## config.mk

```make
export PLATFORM = sky130hd
export DESIGN_NAME = token_bucket_delay_calc_unit
export DESIGN_NICKNAME = d
export VERILOG_FILES = /design/src/rtl/tbdc_pkg.sv /design/src/rtl/token_bucket_delay_calc_unit.sv
export VERILOG_INCLUDE_DIRS = /design/src /design/src/rtl
export SDC_FILE = /design/constraint.sdc
export NUM_CORES = 2
export LEC_CHECK = 0
export ABC_AREA = 0
export BUFFER_PORTS_ARGS = -buffer_cell sky130_fd_sc_hd__clkbuf_2
export CAP_MARGIN = 40
export CELL_PAD_IN_SITES_DETAIL_PLACEMENT = 0
export CELL_PAD_IN_SITES_GLOBAL_PLACEMENT = 1
export CORE_MARGIN = 4
export CORE_UTILIZATION = 50
export CTS_BUF_LIST = sky130_fd_sc_hd__clkbuf_4 sky130_fd_sc_hd__clkbuf_8 sky130_fd_sc_hd__clkbuf_16
export DETAILED_ROUTE_END_ITERATION = 16
export GPL_TIMING_DRIVEN = 0
export PLACE_DENSITY_LB_ADDON = 0.1
export RECOVER_POWER = 50
export SETUP_SLACK_MARGIN = 0.2
export SYNTH_ARGS = -nofsm -noshare
export SYNTH_HDL_FRONTEND = slang
export SYNTH_SLANG_ARGS = --single-unit
```

## constraint.sdc

```tcl
create_clock -name clock -period 14.6 [get_ports clock]
set_input_delay 3.65 -clock clock [delete_from_list [all_inputs] [get_ports clock]]
set_output_delay 3.65 -clock clock [all_outputs]
set_load 0.05 [all_outputs]
```

## src/rtl/token_bucket_delay_calc_unit_defines.svh

```systemverilog
// Assertion macros for the token bucket delay calculator.
`ifndef TOKEN_BUCKET_DELAY_CALC_UNIT_DEFINES_SVH
`define TOKEN_BUCKET_DELAY_CALC_UNIT_DEFINES_SVH

`ifndef SYNTHESIS
// Checked at every rising edge, skipped while reset is high.
`define TBDC_ASSERT(label, prop) \
   label: assert property (@(posedge clock) disable iff (reset) prop) \
      else $error("tbdc assertion failed");
// Checked at every rising edge, reset included.
`define TBDC_ASSERT_ALWAYS(label, prop) \
   label: assert property (@(posedge clock) prop) \
      else $error("tbdc assertion failed");
`else
`define TBDC_ASSERT(label, prop)
`define TBDC_ASSERT_ALWAYS(label, prop)
`endif

`endif

```

## src/rtl/tbdc_pkg.sv

```systemverilog
// Shared widths, constants and types of the token bucket delay calculator.
`default_nettype none

package tbdc_pkg;

   localparam int DATA_W      = 32;            // rate, cost, time
   localparam int BUDGET_W    = 64;            // signed token budget
   localparam int DELAY_W     = 31;            // result width
   localparam int ALU_W       = 76;            // shared adder, signed
   localparam int MS_SHIFT    = 3;             // 1000 = 5 * 5 * 5 << 3
   localparam int SCALE_STEPS = 3;             // times-five passes
   localparam int SCALED_W    = BUDGET_W + 7;  // neg * 125 fits here
   localparam int DIV_STEPS   = DELAY_W;       // one quotient bit a pass
   localparam int HIGH_LSB    = DIV_STEPS - MS_SHIFT;
   localparam int CNT_W       = $clog2(DIV_STEPS);

   localparam logic [DATA_W-1:0]   RATE_RESET = DATA_W'(1);
   localparam logic [DELAY_W-1:0]  DELAY_MAX  = {DELAY_W{1'b1}};
   localparam logic [BUDGET_W-1:0] BUDGET_MIN = {1'b1, {(BUDGET_W-1){1'b0}}};

   typedef logic [ALU_W-1:0] alu_word_type;

endpackage

`default_nettype wire

```

## src/rtl/token_bucket_delay_calc_unit.sv

```systemverilog
// Token bucket rate limiter that returns the wait in milliseconds per request.
//
//  channel | direction | handshake                  | payload
//  --------+-----------+----------------------------+------------------------------------
//  req     | in        | req_valid / req_stall      | req_request_cost, req_now_seconds
//  rsp     | out       | rsp_valid / rsp_stall      | rsp_delay_ms
//  csr     | in        | csr_valid / csr_ready      | csr_refill_rate
//
//  Items are taken one at a time: the next is accepted once the last leaves FINISH.
//  The longest step is the 31-pass restoring divider, which shares the one 76-bit
//  adder with the refill, cost and scale steps. An item with a nonnegative budget
//  skips the scale and divide steps.
//  Reset: synchronous, active high; clears state, sets refill_rate to 1,
//  budget and last refill time to zero.
//  Stalls: the result register frees the input side; a new item is taken while
//  the last result waits. A finished item waits in FINISH if rsp is still full.
//  csr is ready only while no item is in flight and none is offered.
`default_nettype none

`include "token_bucket_delay_calc_unit_defines.svh"

module token_bucket_delay_calc_unit (
   input  wire logic                         clock,
   input  wire logic                         reset,
   // request channel
   input  wire logic                         req_valid,
   output logic                              req_stall,
   input  wire logic [tbdc_pkg::DATA_W-1:0]  req_request_cost,
   input  wire logic [tbdc_pkg::DATA_W-1:0]  req_now_seconds,
   // result channel
   output logic                              rsp_valid,
   input  wire logic                         rsp_stall,
   output logic [tbdc_pkg::DELAY_W-1:0]      rsp_delay_ms,
   // refill rate register write
   input  wire logic                         csr_valid,
   output logic                              csr_ready,
   input  wire logic [tbdc_pkg::DATA_W-1:0]  csr_refill_rate
);

   typedef enum logic [3:0] {
      ST_IDLE,    // wait for an item
      ST_MUL,     // gain = elapsed * rate
      ST_NEED,    // need = rate - budget
      ST_GAIN,    // gain - need
      ST_ADDG,    // budget = rate + (gain - need)
      ST_COST,    // budget - cost, saturating
      ST_NEGATE,  // neg = -budget
      ST_SCALE,   // neg * 125, three times-five passes
      ST_CHECK,   // quotient overflow test
      ST_DIV,     // restoring divide, one bit a pass
      ST_FINISH   // hand result to the output register
   } state_type;

   localparam int AW = tbdc_pkg::ALU_W;
   localparam int BW = tbdc_pkg::BUDGET_W;
   localparam int DW = tbdc_pkg::DATA_W;
   localparam int QW = tbdc_pkg::DELAY_W;

   state_type                       state_ff;
   logic [DW-1:0]                   rate_ff;
   logic [BW-1:0]                   budget_ff;
   logic [DW-1:0]                   last_ff;
   logic [DW-1:0]                   cost_ff;
   logic [DW-1:0]                   now_ff;
   logic [DW-1:0]                   elapsed_ff;
   logic                            refill_ff;
   logic [BW-1:0]                   gain_ff;
   tbdc_pkg::alu_word_type          acc_ff;
   logic [DW-1:0]                   rem_ff;
   logic [QW-1:0]                   qsh_ff;
   logic [tbdc_pkg::CNT_W-1:0]      cnt_ff;
   logic [QW-1:0]                   res_ff;
   logic                            rsp_valid_ff;
   logic [QW-1:0]                   rsp_delay_ff;

   // shared adder
   tbdc_pkg::alu_word_type alu_a;
   tbdc_pkg::alu_word_type alu_b;
   logic                   alu_sub;
   tbdc_pkg::alu_word_type alu_y;
   logic                   alu_neg;

   tbdc_pkg::alu_word_type rate_x;
   tbdc_pkg::alu_word_type budget_x;
   logic [DW:0]            div_trial;
   logic                   qbit;
   logic                   cost_sat;
   logic                   req_take;
   logic                   rsp_free;

   assign rate_x    = {{(AW-DW){1'b0}}, rate_ff};
   assign budget_x  = {{(AW-BW){budget_ff[BW-1]}}, budget_ff};
   assign div_trial = {rem_ff, qsh_ff[QW-1]};

   always_comb begin
      alu_a   = '0;
      alu_b   = '0;
      alu_sub = 1'b1;
      unique case (state_ff)
         ST_NEED: begin
            alu_a = rate_x;
            alu_b = budget_x;
         end
         ST_GAIN: begin
            alu_a = {{(AW-BW){1'b0}}, gain_ff};
            alu_b = acc_ff;
         end
         ST_ADDG: begin
            alu_a   = rate_x;
            alu_b   = acc_ff;
            alu_sub = 1'b0;
         end
         ST_COST: begin
            alu_a = budget_x;
            alu_b = {{(AW-DW){1'b0}}, cost_ff};
         end
         ST_NEGATE: begin
            alu_b = budget_x;
         end
         ST_SCALE: begin
            alu_a   = {acc_ff[AW-3:0], 2'b00};
            alu_b   = acc_ff;
            alu_sub = 1'b0;
         end
         ST_CHECK: begin
            alu_a = {{(AW-(tbdc_pkg::SCALED_W-tbdc_pkg::HIGH_LSB)){1'b0}},
                     acc_ff[tbdc_pkg::SCALED_W-1:tbdc_pkg::HIGH_LSB]};
            alu_b = rate_x;
         end
         ST_DIV: begin
            alu_a = {{(AW-DW-1){1'b0}}, div_trial};
            alu_b = rate_x;
         end
         default: begin
            alu_a   = '0;
            alu_b   = '0;
            alu_sub = 1'b1;
         end
      endcase
   end

   assign alu_y   = alu_sub ? (alu_a - alu_b) : (alu_a + alu_b);
   assign alu_neg = alu_y[AW-1];
   // below -2^63 when the sign bit disagrees with any bit down to bit 63
   assign cost_sat = alu_neg && !(&alu_y[AW-1:BW-1]);
   assign qbit     = !alu_neg;

   assign req_take = req_valid && !req_stall;
   assign rsp_free = !rsp_valid_ff || !rsp_stall;

   always_ff @(posedge clock) begin
      if (reset) begin
         state_ff     <= ST_IDLE;
         rate_ff      <= tbdc_pkg::RATE_RESET;
         budget_ff    <= '0;
         last_ff      <= '0;
         rsp_valid_ff <= 1'b0;
      end else begin
         // output register: load from FINISH, else drop once taken
         if (state_ff == ST_FINISH && rsp_free) begin
            rsp_valid_ff <= 1'b1;
         end else if (!rsp_stall) begin
            rsp_valid_ff <= 1'b0;
         end
         if (csr_valid && csr_ready) begin
            rate_ff <= csr_refill_rate;
         end
         unique case (state_ff)
            ST_IDLE: begin
               if (req_take) begin
                  cost_ff    <= req_request_cost;
                  now_ff     <= req_now_seconds;
                  elapsed_ff <= req_now_seconds - last_ff;
                  refill_ff  <= req_now_seconds > last_ff;
                  state_ff   <= ST_MUL;
               end
            end
            ST_MUL: begin
               if (refill_ff) begin
                  gain_ff  <= {{(BW-DW){1'b0}}, elapsed_ff} * {{(BW-DW){1'b0}}, rate_ff};
                  last_ff  <= now_ff;
                  state_ff <= ST_NEED;
               end else begin
                  state_ff <= ST_COST;
               end
            end
            ST_NEED: begin
               acc_ff <= alu_y;
               if (alu_neg || alu_y == '0) begin
                  budget_ff <= {{(BW-DW){1'b0}}, rate_ff};
                  state_ff  <= ST_COST;
               end else begin
                  state_ff <= ST_GAIN;
               end
            end
            ST_GAIN: begin
               acc_ff <= alu_y;
               if (!alu_neg) begin
                  budget_ff <= {{(BW-DW){1'b0}}, rate_ff};
                  state_ff  <= ST_COST;
               end else begin
                  state_ff <= ST_ADDG;
               end
            end
            ST_ADDG: begin
               budget_ff <= alu_y[BW-1:0];
               state_ff  <= ST_COST;
            end
            ST_COST: begin
               budget_ff <= cost_sat ? tbdc_pkg::BUDGET_MIN : alu_y[BW-1:0];
               state_ff  <= ST_NEGATE;
            end
            ST_NEGATE: begin
               if (!budget_ff[BW-1]) begin
                  res_ff   <= '0;
                  state_ff <= ST_FINISH;
               end else begin
                  acc_ff   <= alu_y;
                  cnt_ff   <= '0;
                  state_ff <= ST_SCALE;
               end
            end
            ST_SCALE: begin
               acc_ff <= alu_y;
               cnt_ff <= cnt_ff + 1'b1;
               if (cnt_ff == tbdc_pkg::CNT_W'(tbdc_pkg::SCALE_STEPS - 1)) begin
                  state_ff <= ST_CHECK;
               end
            end
            ST_CHECK: begin
               // N = acc * 8; quotient fits when N >> 31 is below the rate
               if (!alu_neg) begin
                  res_ff   <= tbdc_pkg::DELAY_MAX;
                  state_ff <= ST_FINISH;
               end else begin
                  rem_ff   <= acc_ff[tbdc_pkg::HIGH_LSB+DW-1:tbdc_pkg::HIGH_LSB];
                  qsh_ff   <= {acc_ff[tbdc_pkg::HIGH_LSB-1:0],
                               {tbdc_pkg::MS_SHIFT{1'b0}}};
                  cnt_ff   <= '0;
                  state_ff <= ST_DIV;
               end
            end
            ST_DIV: begin
               rem_ff <= qbit ? alu_y[DW-1:0] : div_trial[DW-1:0];
               qsh_ff <= {qsh_ff[QW-2:0], qbit};
               cnt_ff <= cnt_ff + 1'b1;
               if (cnt_ff == tbdc_pkg::CNT_W'(tbdc_pkg::DIV_STEPS - 1)) begin
                  res_ff   <= {qsh_ff[QW-2:0], qbit};
                  state_ff <= ST_FINISH;
               end
            end
            ST_FINISH: begin
               if (rsp_free) begin
                  rsp_delay_ff <= res_ff;
                  state_ff     <= ST_IDLE;
               end
            end
            default: begin
               state_ff <= ST_IDLE;
            end
         endcase
      end
   end

   assign req_stall    = state_ff != ST_IDLE;
   // no rate change in the edge that takes an item
   assign csr_ready    = (state_ff == ST_IDLE) && !req_valid;
   assign rsp_valid    = rsp_valid_ff;
   assign rsp_delay_ms = rsp_delay_ff;

   // a result only appears from the hand-off step
   `TBDC_ASSERT(a_rsp_from_finish, $rose(rsp_valid_ff) |-> $past(state_ff == ST_FINISH))
   // divider remainder stays below the divisor
   `TBDC_ASSERT(a_div_rem_bound, (state_ff == ST_DIV) |-> (rem_ff < rate_ff))
   // partial refill only when gain fell short of the need
   `TBDC_ASSERT(a_addg_short, (state_ff == ST_ADDG) |-> acc_ff[AW-1])
   // an accepted item always starts the sequencer
   `TBDC_ASSERT(a_take_starts, req_take |=> (state_ff == ST_MUL))

endmodule

`default_nettype wire

```

-- Yosys cells after proc, flatten, opt, wreduce, memory -nomap -nowiden
Index checks and enable logic that the tools add are counted.
- bitwise gates (word level): 1
- equal/unequal tests: 23
- multipliers: 1
- muxes and demuxes: 33
- reduce and logical (&&, ||, !) cells: 39
- order comparisons: 1
- add/sub/neg operators: 4
- operators with widths (cell ; number):
    76-bit one-hot mux with 6 select lines ; 1
    76-bit one-hot mux with 4 select lines ; 1
    64-bit one-hot mux with 4 select lines ; 1
    64-bit 2-to-1 mux ; 3
    76-bit 2-to-1 mux ; 2
    76-bit one-hot mux with 2 select lines ; 1
    31-bit 2-to-1 mux ; 4
    31-bit one-hot mux with 3 select lines ; 1
    76-bit adder ; 1
    76-bit logical NOT ; 1
    76-bit subtractor ; 1
    32-bit by 32-bit multiplier with 64-bit output ; 1
    32-bit 2-to-1 mux ; 2
    32-bit one-hot mux with 2 select lines ; 1
    31-bit one-hot mux with 2 select lines ; 1
    4-bit one-hot mux with 11 select lines ; 1
    32-bit > comparator ; 1
    32-bit subtractor ; 1
    4-bit 2-to-1 mux ; 5
    2-bit != test (second input constant) ; 10
    3-bit AND reduction ; 6
    4-bit by 3-bit equality test with 1-bit output (second input constant) ; 4
    5-bit one-hot mux with 3 select lines ; 1
    13-bit AND reduction ; 1
    other kinds (24) ; 50
- input port bits: 101
- word-level logic and storage cells: 118
- flip-flop bits (word level): 500

-- Logic depth before layout (Yosys ltp)
- word-level depth: 10
- gate-level depth with buffers: 34

-- Worst setup path after synthesis
No wires, ideal clock.
- path kind: input port to flip-flop
- from: input reset
- to: register cost_ff[0] (enable)
- arrival: 11.265 ns
- setup slack: 2.643 ns
- library setup time: 0.692 ns
- stages: 4
- data required time: 13.908 ns
- cells stage by stage: buf_6 clkbuf_1 clkbuf_1 nor3b_1
- word-level cells in the longest chain between the ends: 2
- RTL lines (item ; RTL line ; text):
    start: declaration ; token_bucket_delay_calc_unit.sv:24 ; input wire logic reset,
    1-bit inverter (no source line) ; n/a ;
    3-bit AND reduction (no source line) ; n/a ;
    end signal: assignment ; token_bucket_delay_calc_unit.sv:171 ; cost_ff <= req_request_cost;
    end: declaration ; token_bucket_delay_calc_unit.sv:63 ; logic [DW-1:0] cost_ff;
No other way between the ends.
A chain may end at the register's enable or synchronous reset.

-- Final worst setup path
- from: register state_ff[1]
- to: register res_ff[18] (enable)
- word-level cells in the longest chain between the ends: 7
- elaborated cells between the ends (all ways): 23
- RTL lines (item ; RTL line ; text):
    start: declaration ; token_bucket_delay_calc_unit.sv:59 ; state_type state_ff;
    start signal: assignment ; token_bucket_delay_calc_unit.sv:153 ; state_ff <= ST_IDLE;
    start signal: assignment ; token_bucket_delay_calc_unit.sv:175 ; state_ff <= ST_MUL;
    start signal: assignment ; token_bucket_delay_calc_unit.sv:182 ; state_ff <= ST_NEED;
    4-bit by 3-bit equality test with 1-bit output (tied with other cells) ; token_bucket_delay_calc_unit.sv:99 ; unique case (state_ff)
    3-bit OR reduction (no source line) or 2-bit OR reduction (tied branches) ; n/a ;
    76-bit one-hot mux with 4 select lines or 76-bit one-hot mux with 6 select lines (tied branches) ; token_bucket_delay_calc_unit.sv:99 ;
    76-bit subtractor or 76-bit adder (tied branches) ; token_bucket_delay_calc_unit.sv:142 ; assign alu_y = alu_sub ? (alu_a - alu_b) : (alu_a + alu_b);
    76-bit 2-to-1 mux ; token_bucket_delay_calc_unit.sv:142 ;
    2-bit != test (no source line) ; n/a ;
    5-bit AND reduction (no source line) (*) ; n/a ;
    end signal: assignment ; token_bucket_delay_calc_unit.sv:233 ; res_ff <= tbdc_pkg::DELAY_MAX;
    end signal: assignment ; token_bucket_delay_calc_unit.sv:248 ; res_ff <= {qsh_ff[QW-2:0], qbit};
    end: declaration ; token_bucket_delay_calc_unit.sv:72 ; logic [QW-1:0] res_ff;
Every way passes the cells marked *; elsewhere a longest branch is shown, timed or not.

==> results.md <==
* Largest cells by area after synthesis: fa_1 (29%), edfxtp_1 (18%), nand2_1 (8.7%)
* H-tree depth at 2
* Crit path max fanout at 10
* Max_slew headroom at -0.227
* Drt first pass iters at 11
* Critical-path top delay cell: a2111oi_2
* # setup viols final at 0
* DRC Markers at 0
* Hold Path Class: flop to flop
* Hold Buf Count CTS at 0
* Yosys top cell by area: fa_1
* Slew at the pin closest to its max-slew limit at 1.84 ns
* Via Count at 55100
* Origin of the critical flop-to-flop path: state_ff[1]$_SDFFE_PP0P_
* Via/cell ratio at 6.07
* Worst-path clk slew at 0.07 ns
* CTS tree: done
* Status: complete, but fails checks
* Cells after Synth at 7065
* Hold path startpoint: res_ff[0]$_DFFE_PP_
* YS warnings at 0
* Layout cells sized above 1 at 0.0608
* Post_cts resized at 0
* CORE AREA at 124000 µm²
* Io pins at 135
* Placed cell area at 67100 µm²
* Max-slew violations at 70
* Die height at 363 µm
* Gr ovfl total at 0
* ANT nets after route at 0
* Layout net count at 8746
* Seq/Total Area, Yosys at 0.217
* Reg-to-reg critical path endpoint: res_ff[18]$_DFFE_PP_
* Clock Skew at 0.0639 ns
* Placed wire-length estimate at 228000 µm
* Share of the synthesized area in the top cell type at 0.286
* Hold Path Cell Cnt at 0
* Arr. time, crit path at 12.16 ns
* Largest stage delay, worst path at 0.81 ns
* Synthesized cell area at 62900 µm²
* Mapped Nets at 8437
* 1st-iter DRT viols at 6806
* Minimum clock period at 11.81 ns
* Root buffer cell: clkbuf_16
* Vias in the first global route at 55000
* Syn Area/Cell at 8.91 µm²
* Die ar. at 132000 µm²
* Synthesized flop and latch total at 500
* Post-Route WL at 274000 µm
* Max frequency at 84.7 MHz
* Post-CTS Setup Bufs at 0
* Initial antenna violation count at 18
* First-pass GRT wire length at 391000 µm
* Area Overhead vs Synth at 9.41%
* Starting Density at 0.506
* Clk_lat worst skew at 0.72 ns
* Largest net degree at the start of global routing at 32
* Ys async rst share at 0
* R2R depth at 34
* RSZ-0062 raised after global routing: false
* Finished Cell Area at 68800 µm²
* Routability cong. at 1.06
* Total CTS buffers at 58
* Max cap viols at 3
* CTS max path bufs at 3
* Primary FF master, synth: edfxtp_1
* Failing checks: max-capacitance violations, max-slew violations
* WS Path Type: flop to flop
* Worst setup SP type: flop
* EDFF count, synth at 367
* Width of the chip at 363 µm
* Tcrit/Tclk final at 0.809
* Register-to-Register Setup Slack at 2.79 ns
* Most common cell after layout, fill and taps aside: nand2_1
* Most frequent cells in the layout: nand2_1 (1462), inv_1 (1082), fa_1 (898), clkbuf_1 (417), ha_1 (373)
* Hold Path End: rsp_delay_ms[0]$_DFFE_PP_
* Row count at 129
* # fillers at 11600
* Overall routing resource usage at 0.417
* Port-buffer cells at 134
* Avg WL per Cell at 30.2 µm
* Clock sinks at 500
* Final hold viol count at 0
* Post-synthesis cell type count at 103
* WP data required at 14.95 ns
* CP Capture Type: flop
[registers in the layout, indices dropped and copies added, names as in the netlist]
register and flops:
gain_ff 64, budget_ff 64, acc_ff 76, rate_ff 32
last_ff 32, cost_ff 32, rem_ff 32, refill_ff 1
qsh_ff 31, elapsed_ff 32, now_ff 32, cnt_ff 5
res_ff 31, rsp_delay_ms 31, rsp_valid 1, state_ff 4
[final cells by class]
| class | count | area, µm² | share of cell area |
|---|---|---|---|
| Antenna cell | 15 | 37.5 | 0.000545 |
| Buffer | 444 | 1910 | 0.0277 |
| Clock buffer | 80 | 1680 | 0.0244 |
| Clock inverter | 29 | 359 | 0.00522 |
| Inverter | 1082 | 4060 | 0.0590 |
| Multi-Input combinational cell | 5039 | 43300 | 0.629 |
| Sequential cell | 500 | 13700 | 0.199 |
| Tap cell | 1637 | 2050 | 0.0298 |
| Timing Repair Buffer | 249 | 1770 | 0.0256 |
[worst max-delay path: cells and delay by family (launching register included)]
family / cells / cell delay (ns)
DFF: 1 / 0.43
buffers and inverters: 12 / 3.98
adders and majority gates: 2 / 0.55
xor gates and xnor gates: 2 / 0.89
and+or+nand+nor: 12 / 3.31
AOI/OAI and AO/OA: 6 / 2.23
[worst max path at each step]
| stage | from | end | slack [ns] | cells after the start |
|---|---|---|---|---|
| 3_3_place_gp | rate_ff[11]$_SDFFE_PP0P_ | res_ff[14]$_DFFE_PP_ | -4.50 | 24 |
| 6_report | state_ff[1]$_SDFFE_PP0P_ | res_ff[18]$_DFFE_PP_ | 2.79 | 34 |
| 2_1_floorplan | reset | cost_ff[0]$_DFFE_PP_ | 2.64 | 4 |
| 5_1_grt | state_ff[1]$_SDFFE_PP0P_ | res_ff[18]$_DFFE_PP_ | 2.42 | 34 |
| 4_1_cts | state_ff[1]$_SDFFE_PP0P_ | res_ff[18]$_DFFE_PP_ | 3.15 | 34 |
| 3_5_place_dp | state_ff[1]$_SDFFE_PP0P_ | res_ff[18]$_DFFE_PP_ | 3.23 | 34 |
[per-stage QoR]
stage / setup TNS, ns / std cells / setup WS [ns] / hold slack [ns] / utilization
after global routing: 0 / 9060 / 2.42 / 0.418 / 0.554
after floorplan: 0 / 7065 / 2.64 / 0.400 / -
final: 0 / 9075 / 2.79 / 0.413 / 0.554
after global placement: -452.83 / 8836 / -4.50 / 0.401 / 0.528
after detailed placement: 0 / 8950 / 3.23 / 0.405 / 0.540
after CTS: 0 / 9059 / 3.15 / 0.412 / 0.556
[synthesized netlist by cell type, types with 26 or more instances]
cell,instances
a21o_1,67
a21oi_1,348
a222oi_1,61
a22oi_1,69
a31oi_1,55
and2_1,276
and3_1,37
buf_1,53
buf_2,39
clkbuf_1,324
dfxtp_1,133
edfxtp_1,367
fa_1,898
ha_1,373
inv_1,1082
mux2_4,26
nand2_1,1462
nand3_1,62
nand4_1,54
nor2_1,257
nor2b_1,34
nor3_1,62
nor4_1,28
o21a_1,34
o21ai_0,198
o21bai_1,26
xnor2_1,151
xor2_1,62
[per-layer routing]
metal  vias to the layer above  share of wire  track usage
li1                      23500              -            -
met5                         -       0.000095            0
met1                     27500           0.37        0.519
met3                       864           0.10       0.0891
met2                      3266           0.43        0.638
met4                         4           0.10        0.317
[cells by family after synthesis]
kind of cell             share of synthesized area
XOR/XNOR                                    0.0300
adder cells (fa/ha/maj)                      0.360
AND/OR/NAND/NOR                              0.171
flip-flops                                   0.217
buffers and inverters                       0.0949
multiplexers                               0.00933
AO/OA/AOI/OAI                                0.117
Power is left out: the tool's default activity adds up to more than one toggle a clock period on the data nets, which glitch-free logic cannot reach.
